`config.mk`:
```
export PLATFORM = sky130hd
export DESIGN_NAME = hbs_ctrl
export DESIGN_NICKNAME = d
export VERILOG_FILES = /design/src/rtl/hbs_pkg.sv /design/src/rtl/hbs_ctrl.sv
export SDC_FILE = /design/constraint.sdc
export NUM_CORES = 1
export LEC_CHECK = 0
export BUFFER_PORTS_ARGS = -buffer_cell sky130_fd_sc_hd__buf_2
export CORE_AREA = 2 2 39 41
export CTS_CLUSTER_DIAMETER = 60
export DETAILED_ROUTE_END_ITERATION = 8
export DIE_AREA = 0 0 41 43
export PLACE_DENSITY = 0.51
export RECOVER_POWER = 50
export SYNTH_ARGS = -nofsm -noshare
export SYNTH_HDL_FRONTEND = slang
export SYNTH_SLANG_ARGS = --single-unit
```
`constraint.sdc`:
```
create_clock -name clk_i -period 1.6 [get_ports clk_i]
set_clock_uncertainty 0.2 [all_clocks]
set_input_delay 0.32 -clock clk_i [delete_from_list [all_inputs] [get_ports clk_i]]
set_output_delay 0.32 -clock clk_i [all_outputs]
set_load 0.005 [all_outputs]
```
`src/rtl/hbs_pkg.sv`:
```
`default_nettype none
package hbs_pkg;

  localparam int Bins      = 4096;
  localparam int CountW    = 32;
  localparam int AddrW     = $clog2(Bins);
  localparam int TotalW    = 48;
  localparam int CfgW      = 13;
  localparam int IdxW      = 16;
  localparam int AmtW      = 32;
  localparam int FreqW     = 32;
  localparam int LimW      = 17;
  localparam int InDataW   = 56;
  localparam int OutDataW  = 88;

  typedef enum logic [1:0] {
    CMD_CLEAR = 2'd0,
    CMD_SET   = 2'd1,
    CMD_INC   = 2'd2,
    CMD_GET   = 2'd3
  } cmd_e;

  typedef struct packed {
    logic capture;
    logic rd_en;
    logic exec_wr;
    logic load_result;
    logic load_clear;
    logic sweep_start;
    logic sweep_step;
  } ctrl_t;

  typedef struct packed {
    logic cmd_is_clear;
    logic sweep_last;
    logic out_busy;
  } status_t;

endpackage
`default_nettype wire

```
`src/rtl/hbs_ctrl.sv`:
```
`default_nettype none
module hbs_ctrl (
  input  wire logic            clk_i,
  input  wire logic            rst_ni,
  input  wire logic            req_valid_i,
  output logic                 req_ready_o,
  input  wire logic            cfg_we_i,
  input  wire hbs_pkg::status_t status_i,
  output hbs_pkg::ctrl_t       ctrl_o
);
  import hbs_pkg::*;

  typedef enum logic [2:0] {
    ST_SWEEP,
    ST_IDLE,
    ST_READ,
    ST_EXEC,
    ST_DONE
  } state_e;

  state_e state_q, state_d;
  logic   clr_pend_q, clr_pend_d;

  always_comb begin
    state_d     = state_q;
    clr_pend_d  = clr_pend_q;
    ctrl_o      = '0;
    req_ready_o = 1'b0;
    case (state_q)
      ST_SWEEP: begin
        ctrl_o.sweep_step = 1'b1;
        if (status_i.sweep_last) begin
          state_d = ST_DONE;
        end
      end
      ST_IDLE: begin
        req_ready_o = 1'b1;
        if (req_valid_i) begin
          ctrl_o.capture = 1'b1;
          state_d        = ST_READ;
        end
      end
      ST_READ: begin
        ctrl_o.rd_en = 1'b1;
        state_d      = ST_EXEC;
      end
      ST_EXEC: begin
        if (status_i.cmd_is_clear) begin
          ctrl_o.sweep_start = 1'b1;
          clr_pend_d         = 1'b1;
          state_d            = ST_SWEEP;
        end else if (!status_i.out_busy) begin
          ctrl_o.exec_wr     = 1'b1;
          ctrl_o.load_result = 1'b1;
          state_d            = ST_IDLE;
        end
      end
      ST_DONE: begin
        if (!clr_pend_q) begin
          state_d = ST_IDLE;
        end else if (!status_i.out_busy) begin
          ctrl_o.load_clear = 1'b1;
          clr_pend_d        = 1'b0;
          state_d           = ST_IDLE;
        end
      end
      default: begin
        state_d = ST_SWEEP;
      end
    endcase
    if (cfg_we_i) begin
      state_d    = ST_SWEEP;
      clr_pend_d = 1'b0;
    end
  end

  always_ff @(posedge clk_i or negedge rst_ni) begin
    if (!rst_ni) begin
      state_q    <= ST_SWEEP;
      clr_pend_q <= 1'b0;
    end else begin
      state_q    <= state_d;
      clr_pend_q <= clr_pend_d;
    end
  end

endmodule
`default_nettype wire

```
==> results of run 1 <==
==> flip-flops by register name (all words and copies together), names as in the netlist <==
name / flops
state_q: 3
clr_pend_q: 1
==> Yosys cell counts (all sizes together) <==
library cell	n
nor2	8
nor3	2
nor3b	1
or3	1
nand2	7
dfrtp	4
o21ai	3
and2	1
a21oi	5
a31oi	2
nand2b	1
inv	2
nor4b	1
buf	4
mux2i	1
nor4	2
==> cells by family (layout without fill, tap and decap cells) <==
kind of cell | after synthesis | after routing | synth area share [%]
muxes | 1 | 1 | 3.125
and+or+nand+nor | 24 | 24 | 37.11
AOI/OAI and AO/OA | 10 | 10 | 16.40
DFF | 4 | 4 | 31.25
buffers and inverters | 6 | 30 | 12.11
==> per-stage QoR <==
stage	area, sq um	setup WS [ps]	TNS, ps	hold slack (ps)	power, uW
3_5_place_dp	422.9	87.10	0	-70.95	267.4
6_report	538.0	-128.7	-455.5	113.2	450.6
2_1_floorplan	326.6	70.33	0	-175.6	212.9
5_1_grt	538.0	-189.1	-1069	108.2	494.1
4_1_cts	484.2	-140.7	-757.6	106.4	414.6
3_3_place_gp	422.9	95.87	0	-74.32	269.0
==> layout make-up <==
class                      instances  area (sq um)  share of cell area (%)
inverter                           2         7.507                   1.395
sequential                         4         101.3                   18.84
clock buffer                       3         22.52                   4.186
tap                               16         20.02                   3.721
timing repair buffer              25         165.2                   30.70
multi-input combinational         35         221.5                   41.16
==> critical path, cell delays in order, from the launching register on <==
cell	delay (ps)
dfrtp_1	410
or3_4	380
nor2_2	70
buf_2	110
==> worst max-delay path by stage <==
stage / from / to / slack (ps) / cells after the start
after floorplan: state_q[2] / ctrl_o[6] / 70 / 3
after global placement: state_q[1] / ctrl_o[2] / 100 / 3
after detailed placement: state_q[1] / ctrl_o[2] / 90 / 3
after CTS: state_q[1] / req_ready_o / -140 / 3
after global routing: state_q[0] / ctrl_o[2] / -190 / 3
final: state_q[0] / ctrl_o[2] / -130 / 3
==> power by group <==
part           switching [uW]  internal (uW)
clock                    41.0           83.9
combinational            89.2            109
sequential               14.0            113
total                     144            306
==> routing by layer <==
layer  track usage, %  share of wire (%)  up-vias
li1                 -                  -      203
met3            4.712                5.2        0
met1            15.03                 41      179
met5                0                  0        -
met4            12.00                  0        0
met2            17.50                 54       14
==> what timing repair did <==
action / CTS / global route
cloned: 0 / 0
gates resized for setup: 3 / 9
setup buffers: 1 / 4
endpoints found under the hold margin: 4 / 0
endpoints found under the setup margin: 8 / 10
hold buffers: 1 / 0
pin swaps: 4 / 2
==> impl_results.md, run 1 <==
* Hold Startpoint: cfg_we_i
* Synth Cell Area at 320.3 sq um
* Power Dens Cells at 837.5 mW/mm^2
* Drt first pass iters at 4
* Global-route total usage across every layer at 13.02%
* Syn nets at 52
* Avg Cell Area, Syn at 7.118 sq um
* Hold depth at 2
* Arrival @ worst endpoint at 1210 ps
* Sink Count at 4
* Area Growth Syn to Fin at 67.97%
* Die height at around 43 um
* Global placement routability congestion at a little over 0.7
* Htree depth at 1
* Vias at 396
* Fmax at 578.5 MHz
* Vias in the first global route at 337
* Nets@finish at between 70 and 80
* Port bufs at 14
* Max-capacitance violation count at 0
* Num CTS Buffers at 3
* Synth unique cells at 18
* Final cycle utilization of the critical path at 108.0%
* Worst reg-to-reg setup slack at ~90 ps
* VDD IR max at 287.9 uV
* Status: finished, violations left
* YS warnings at 0
* DR vias/cell at 4.659
* Reg2reg end: state_q[0]
* Leakage at 0.0002623 uW
* Starting density of the core at 23.15%
* Routed Antenna Nets at 0
* Gate Count Post-Synth at 45
* DRT iter0 DRCs at 9
* N_diodes at 0
* Clock-pin slew on the worst setup and hold paths at 40 ps
* Critical path required time at 1080 ps
* Synth top area share at approximately 31%
* Most frequent cells in the layout: 13 x buf_2, 7 x nand2_1, 7 x buf_4
* Initial antenna violation count at 0
* Failing checks: negative setup slack
* CTS tree: built
* # IOs at 15
* Root Driver: clkbuf_4
* Slew Limit Headroom at a little over four fifths
* Final hold violations at 0
* Core Region at around 0.0014 sq mm
* Crit-path max FO at 4
* R2r startpoint: state_q[1]
* Seq/Total Area, Yosys at a little under a third
* Number of remaining DRC errors at 0
* R2R cell count at 6
* Synth top area cells: dfrtp_1 31%, nor2_1 9.4%, nand2_1 8.2%, a21oi_1 7.8%, o21ai_0 4.7%
* Mean routed wirelength per cell at 11.19 um
* Routed wire length at 951 um
* Final setup margin at -128.7 ps
* Actual slew at the worst max-slew pin at 235.3 ps
* Finished Core Util at between 30 and 40%
* DP HPWL at 629 um
* Critical path class: reg2out
* Hold endpoint: clr_pend_q
* Clock tree buffer depth at 2
* First-pass GRT wire length at 1449 um
* Final setup viols at 7
* Final Max Slew Viols at 0
* Die Width at approximately 41 um
* Worst skew pair latency at 240 ps
* Number of core rows at 14
* Min cycle time layout at around 1700 ps
* Grt ovf at 0
* RSZ-0062 raised after global routing: true
* Die area at ~0.0018 sq mm
* Crit end category: primary output
* Hold crit path type: in2reg
* Cell taking the most area after synthesis: dfrtp_1
* Largest net degree at the start of global routing at 13
* Commonest non-fill, non-tap cell in the layout: buf_2
* Layout cells sized above 1 at between 50% and 60%
* Setup crit start kind: register
* Finished Layout Cells at 85
* Cells after DPL at 76
* Fillers at 150
* Flops & latches, synth at 4
(Power assumes the default switching activity.)
==> inputs of run 2 (changes only) <==
--- a/config.mk
+++ b/config.mk
@@ -5,12 +5,12 @@
 export SDC_FILE = /design/constraint.sdc
 export NUM_CORES = 1
 export LEC_CHECK = 0
-export BUFFER_PORTS_ARGS = -buffer_cell sky130_fd_sc_hd__buf_2
 export CORE_AREA = 2 2 39 41
-export CTS_CLUSTER_DIAMETER = 60
+export CTS_CLUSTER_DIAMETER = 30
 export DETAILED_ROUTE_END_ITERATION = 8
 export DIE_AREA = 0 0 41 43
-export PLACE_DENSITY = 0.51
+export DONT_BUFFER_PORTS = 1
+export PLACE_DENSITY = 0.41
 export RECOVER_POWER = 50
 export SYNTH_ARGS = -nofsm -noshare
 export SYNTH_HDL_FRONTEND = slang
==> run 2 against run 1 <==
Against the previous run: first-iteration DRC count fell by 33%; global-route usage fell by 0.91 points; final cell count fell by 18%; wire length fell by 8.8%; register-to-register slack got worse by 30 ps; hold slack got worse by 67 ps; flip-flop and latch count did not move; the flow still finishes with violations (negative setup slack).
==> impl_results.md, run 2 (synthesized netlist as in run 1, its figures left out) <==
* Status: finished, violations left
* Failing checks: negative setup slack
* Arrival @ worst endpoint at 1160 ps
* Slew Limit Headroom at 81.31%
* Area Growth Syn to Fin at 45.31%
* Number of buffers and inverters on the critical path at 1
* Finished Core Util at between 30% and 40%
* Max-capacitance violation count at 0
* Routed wire length at around 870 um
* Global placement routability congestion at 0.6631
* VDD IR max at 355.1 uV
* Clock-pin slew on the worst setup and hold paths at 40 ps
* DR vias/cell at 5.086
* Starting density of the core at 23.15%
* Fmax at 595.7 MHz
* Comb power frac at 37.3%
* Power Dens Cells at between 800 and 900 mW/mm^2
* DP HPWL at about 630 um
* Layout cells sized above 1 at 37.04%
* Drt first pass iters at 2
* Crit-path max FO at 4
* Nets@finish at 63
* Worst skew pair latency at 240 ps
* Worst path cell trace: nand2b_4, nor4b_4, buf_4
* Leakage at 0.0001848 uW
* Htree depth at 1
* Critical path required time at about 1100 ps
* P_int at 274.0 uW
* Most frequent cells in the layout: 8 x buf_4, 7 x nand2_1, 5 x nor2_1, 5 x a21oi_1
* Hold crit path type: in2reg
* Final cycle utilization of the critical path at 104.9%
* Port bufs at 0
* Net Sw Frac at 33.68%
* Actual slew at the worst max-slew pin at 279.8 ps
* Final Cell Area at 465.4 sq um
* Final Max Slew Viols at 0
* Cells after DPL at 63
* Die height at 43 um
* # IOs at 15
* Max reg flops at 3
* Post-Place Worst Slack at 48.66 ps
* Setup crit start kind: register
* Sw power at 139.1 uW
* Number of remaining DRC errors at 0
* Number of core rows at 14
* Final hold violations at 0
* CP top delay family: flip-flops
* CP max stage delay at approximately 400 ps
* Area taken by multi-input logic gates at ~230 sq um
* Crit end category: primary output
* Slowest CP cell: dfrtp_1
* Grt ovf at 0
* First-pass GRT wire length at around 1400 um
* Fillers at around 160
* Routed Antenna Nets at 0
* Placement-stage cell area at 360.3 sq um
* Finished Layout Cells at 70
* RSZ-0062 raised after global routing: true
* Critical path class: reg2out
* Sink Count at 4
* Num CTS Buffers at 3
* Global-route total usage across every layer at about an eighth
* N_diodes at 0
* Die area at 0.001763 sq mm
* Commonest non-fill, non-tap cell in the layout: buf_4
* DRT iter0 DRCs at 6
* Mean routed wirelength per cell at 12.39 um
* Clock tree buffer depth at 2
* Min cycle time layout at 1679 ps
* Regs by FF count: state_q x3, clr_pend_q x1
* Register area at ~100 sq um
* CTS tree: built
* Initial antenna violation count at 0
* Vias in the first global route at between 300 and 400
* Root Driver: clkbuf_4
* Vias at between 300 and 400
* Clk pwr share at 31.8%
* Core Region at between 0.001 and 0.0015 sq mm
* Setup TNS at -351.7 ps
* Largest net degree at the start of global routing at 10
* Final setup viols at 5
* Flop pwr share at 30.9%
* Final setup margin at -78.61 ps
* Register with the most flip-flops: state_q
* Die Width at 41 um
run 2: cell types whose count changed in the layout (fill, tap and decap cells not counted), moves of 3 or more:
cell | previous run | this run
buf_6 | 3 | 0
nor2_2 | 3 | 0
buf_2 | 13 | 0
nor2_4 | 0 | 3
run 2: final timing paths:
path / start / slack [ps] / cells past startpoint / to
worst max-delay path: state_q[2] / -80 / 3 / ctrl_o[3]
worst min-delay path: req_valid_i / 50 / 3 / state_q[0]
worst max register to register: state_q[2] / 60 / 5 / state_q[1]
worst min register to register: clr_pend_q / 370 / 2 / clr_pend_q
max in group asynchronous: rst_ni / 870 / 1 / state_q[1]
min in group asynchronous: rst_ni / 140 / 1 / state_q[2]
run 2: power by group through the flow:
| stage | sequential, uW | combinational, uW | clock (uW) |
|---|---|---|---|
| floorplan | 121 | 92.3 | 0 |
| global placement | 129 | 113 | 0 |
| detailed placement | 130 | 111 | 0 |
| CTS | 127 | 145 | 133 |
| global route | 129 | 172 | 137 |
| finish | 127 | 154 | 132 |
run 2: repair_timing:
item,4_1_cts,5_1_grt
hold buffers,2,0
setup endpoints to repair,8,9
pin swaps,2,1
hold endpoints to repair,6,0
buffers inserted,2,0
resized for setup,6,5
run 2: metal layers:
layer	wire length (um)	track usage [%]
met5	0	0
met1	379	16.01
met2	393	16.56
met3	64	1.571
met4	30	10.00
run 2: worst min-delay path: stages:
cell	delay, ps
nor2_1	20
nand2_1	50
o21ai_0	60
run 2: layout make-up:
type	count	area share [%]
multi-input cells	35	50.00
flip-flops and latches	4	22.04
well taps	16	4.301
clock buffers	3	4.839
inverters	2	1.613
repair buffers	10	17.20
run 2: stage by stage:
step / total power [uW] / hold WS, ps
after detailed placement: 240.9 / -175.5
after global routing: 438.1 / 82.19
final: 413.1 / 46.17
after floorplan: 212.9 / -175.6
after CTS: 405.5 / 52.69
after global placement: 242.5 / -175.5
==> inputs of run 3 (changes only) <==
--- a/config.mk
+++ b/config.mk
@@ -5,12 +5,14 @@
 export SDC_FILE = /design/constraint.sdc
 export NUM_CORES = 1
 export LEC_CHECK = 0
+export BUFFER_PORTS_ARGS = -buffer_cell sky130_fd_sc_hd__buf_2
+export CELL_PAD_IN_SITES_DETAIL_PLACEMENT = 0
+export CELL_PAD_IN_SITES_GLOBAL_PLACEMENT = 1
 export CORE_AREA = 2 2 39 41
 export CTS_CLUSTER_DIAMETER = 30
 export DETAILED_ROUTE_END_ITERATION = 8
 export DIE_AREA = 0 0 41 43
-export DONT_BUFFER_PORTS = 1
-export PLACE_DENSITY = 0.41
+export PLACE_DENSITY = 0.67
 export RECOVER_POWER = 50
 export SYNTH_ARGS = -nofsm -noshare
 export SYNTH_HDL_FRONTEND = slang
==> run 3 against run 2 <==
Against the previous run: the flow still finishes with violations (negative setup slack); utilization increased by 7.3 points; flip-flop and latch count unchanged; clock power decreased by 7%; combinational power increased by 36%; highest routed layer unchanged; worst setup slack got worse by 61 ps.
==> impl_results.md, run 3 (synthesized netlist as in run 1, its figures left out) <==
* Hold crit path type: in2reg
* Final setup margin at -139.7 ps
* Leakage at 0.0002625 uW
* Initial antenna violation count at 0
* Met3 Resource Use GR at 3.141%
* Cells after DPL at 76
* Min cycle time layout at 1740 ps
* Power Dens Cells at 809.9 mW/mm^2
* Clock-pin slew on the worst setup and hold paths at 40 ps
* Global-route total usage across every layer at 12.37%
* Critical path required time at 1080 ps
* Htree depth at 1
* Global placement routability congestion at ~0.67
* Status: finished, violations left
* Grt ovf at 0
* Final cycle utilization of the critical path at 108.7%
* # IOs at 15
* Commonest non-fill, non-tap cell in the layout: buf_2
* Most frequent cells in the layout: 11 x buf_2, 7 x nand2_1, 6 x nor2_1, 6 x buf_6, 5 x buf_4
* VDD IR max at 354.7 uV
* Max-capacitance violation count at 0
* Fmax at 574.8 MHz
* Worst path cell trace: or3_4, nor2_1, buf_2
* Max reg flops at 3
* Area Growth Syn to Fin at 76.95%
* Vias at 398
* Crit end category: primary output
* Number of remaining DRC errors at 0
* Sink Count at 4
* Nets@finish at 77
* Final setup viols at 8
* Crit-path max FO at 5
* Clock tree buffer depth at 2
* Number of core rows at 14
* Num CTS Buffers at 3
* Worst reg-to-reg setup slack at roughly 100 ps
* RSZ-0062 raised after global routing: true
* Setup crit start kind: register
* Starting density of the core at a little under a quarter
* Die Width at 41 um
* CP max stage delay at 450 ps
* Slowest CP cell: dfrtp_2
* Die height at approximately 43 um
* Vias in the first global route at around 360
* Failing checks: negative setup slack
* Finished Layout Cells at 84
* Core Region at between 0.001 and 0.0015 sq mm
* Arrival @ worst endpoint at about 1200 ps
* M2 GR Usage at 19.06%
* Final Max Slew Viols at 0
* Routed Antenna Nets at 0
* Regs by FF count: state_q x3, clr_pend_q x1
* Actual slew at the worst max-slew pin at 253.0 ps
* Root Driver: clkbuf_4
* Post-Place Worst Slack at 70.58 ps
* Mean routed wirelength per cell at 11.10 um
* GR Util met1 at 14.24%
* Slew Limit Headroom at 82.98%
* CTS tree: built
* DR vias/cell at 4.738
* Grt peak-use layer: met2
* Register with the most flip-flops: state_q
* Fillers at 157
* First-pass GRT wire length at between 1000 and 1500 um
* Die area at 0.001763 sq mm
* Final hold violations at 0
* N_diodes at 0
* DP HPWL at between 600 and 700 um
* Worst skew pair latency at between 200 and 250 ps
* Routed wire length at 932 um
* Critical path class: reg2out
* Drt first pass iters at 3
* Layout cells sized above 1 at around 53%
* Largest net degree at the start of global routing at 13
* DRT iter0 DRCs at 12
* Port bufs at 14
==> run 3: power breakdown <==
group / leakage, uW / switching, uW / internal, uW
combinational: 0.000196 / 96.3 / 113
sequential: 0.0000530 / 14.3 / 113
clock: 0.0000138 / 38.8 / 83.7
total: 0.000263 / 149 / 310
==> run 3: cell type report <==
type	instances	area [sq um]	area share (%)
flip-flops and latches	4	101.3	17.88
repair buffers	24	173.9	30.68
well taps	16	20.02	3.532
clock buffers	3	22.52	3.974
inverters	2	7.507	1.325
multi-input cells	35	241.5	42.60
==> run 3: stage by stage <==
step	TNS [ps]	utilization (%)	hold slack, ps	area, sq um	total power, uW
floorplan	0	-	-175.6	326.6	212.9
global placement	0	30.56	-75.72	422.9	269.2
detailed placement	0	30.56	-73.50	422.9	267.7
CTS	-699.6	35.53	109.7	491.7	416.6
global route	-1006	40.96	138.0	566.8	485.0
finish	-610.2	40.96	123.1	566.8	459.0
==> run 3: final timing paths <==
check | from | end | cells after the start
worst max-delay path | state_q[1] | ctrl_o[2] | 3
worst min-delay path | cfg_we_i | clr_pend_q | 2
worst max register to register | state_q[2] | state_q[1] | 5
worst min register to register | clr_pend_q | clr_pend_q | 2
max in group asynchronous | rst_ni | state_q[1] | 2
min in group asynchronous | rst_ni | state_q[0] | 2
==> run 3: worst max-delay path: cells and delay by family (launching register included) <==
| kind | cells | cell delay [ps] |
|---|---|---|
| buffers and inverters | 1 | 110 |
| flip-flops | 1 | 450 |
| AND/OR/NAND/NOR | 2 | 420 |
==> run 3: layer usage <==
layer	wire (um)	vias to the layer above
li1	-	200
met1	413	181
met2	447	15
met3	59	2
met4	12	0
met5	0	-
==> run 3: timing repair <==
action                                  in CTS  in global routing
hold buffers                                 1                  0
endpoints found under the hold margin        4                  0
endpoints found under the setup margin       7                  9
pin swaps                                    5                  4
setup buffers                                1                  3
gates resized for setup                      5                 13
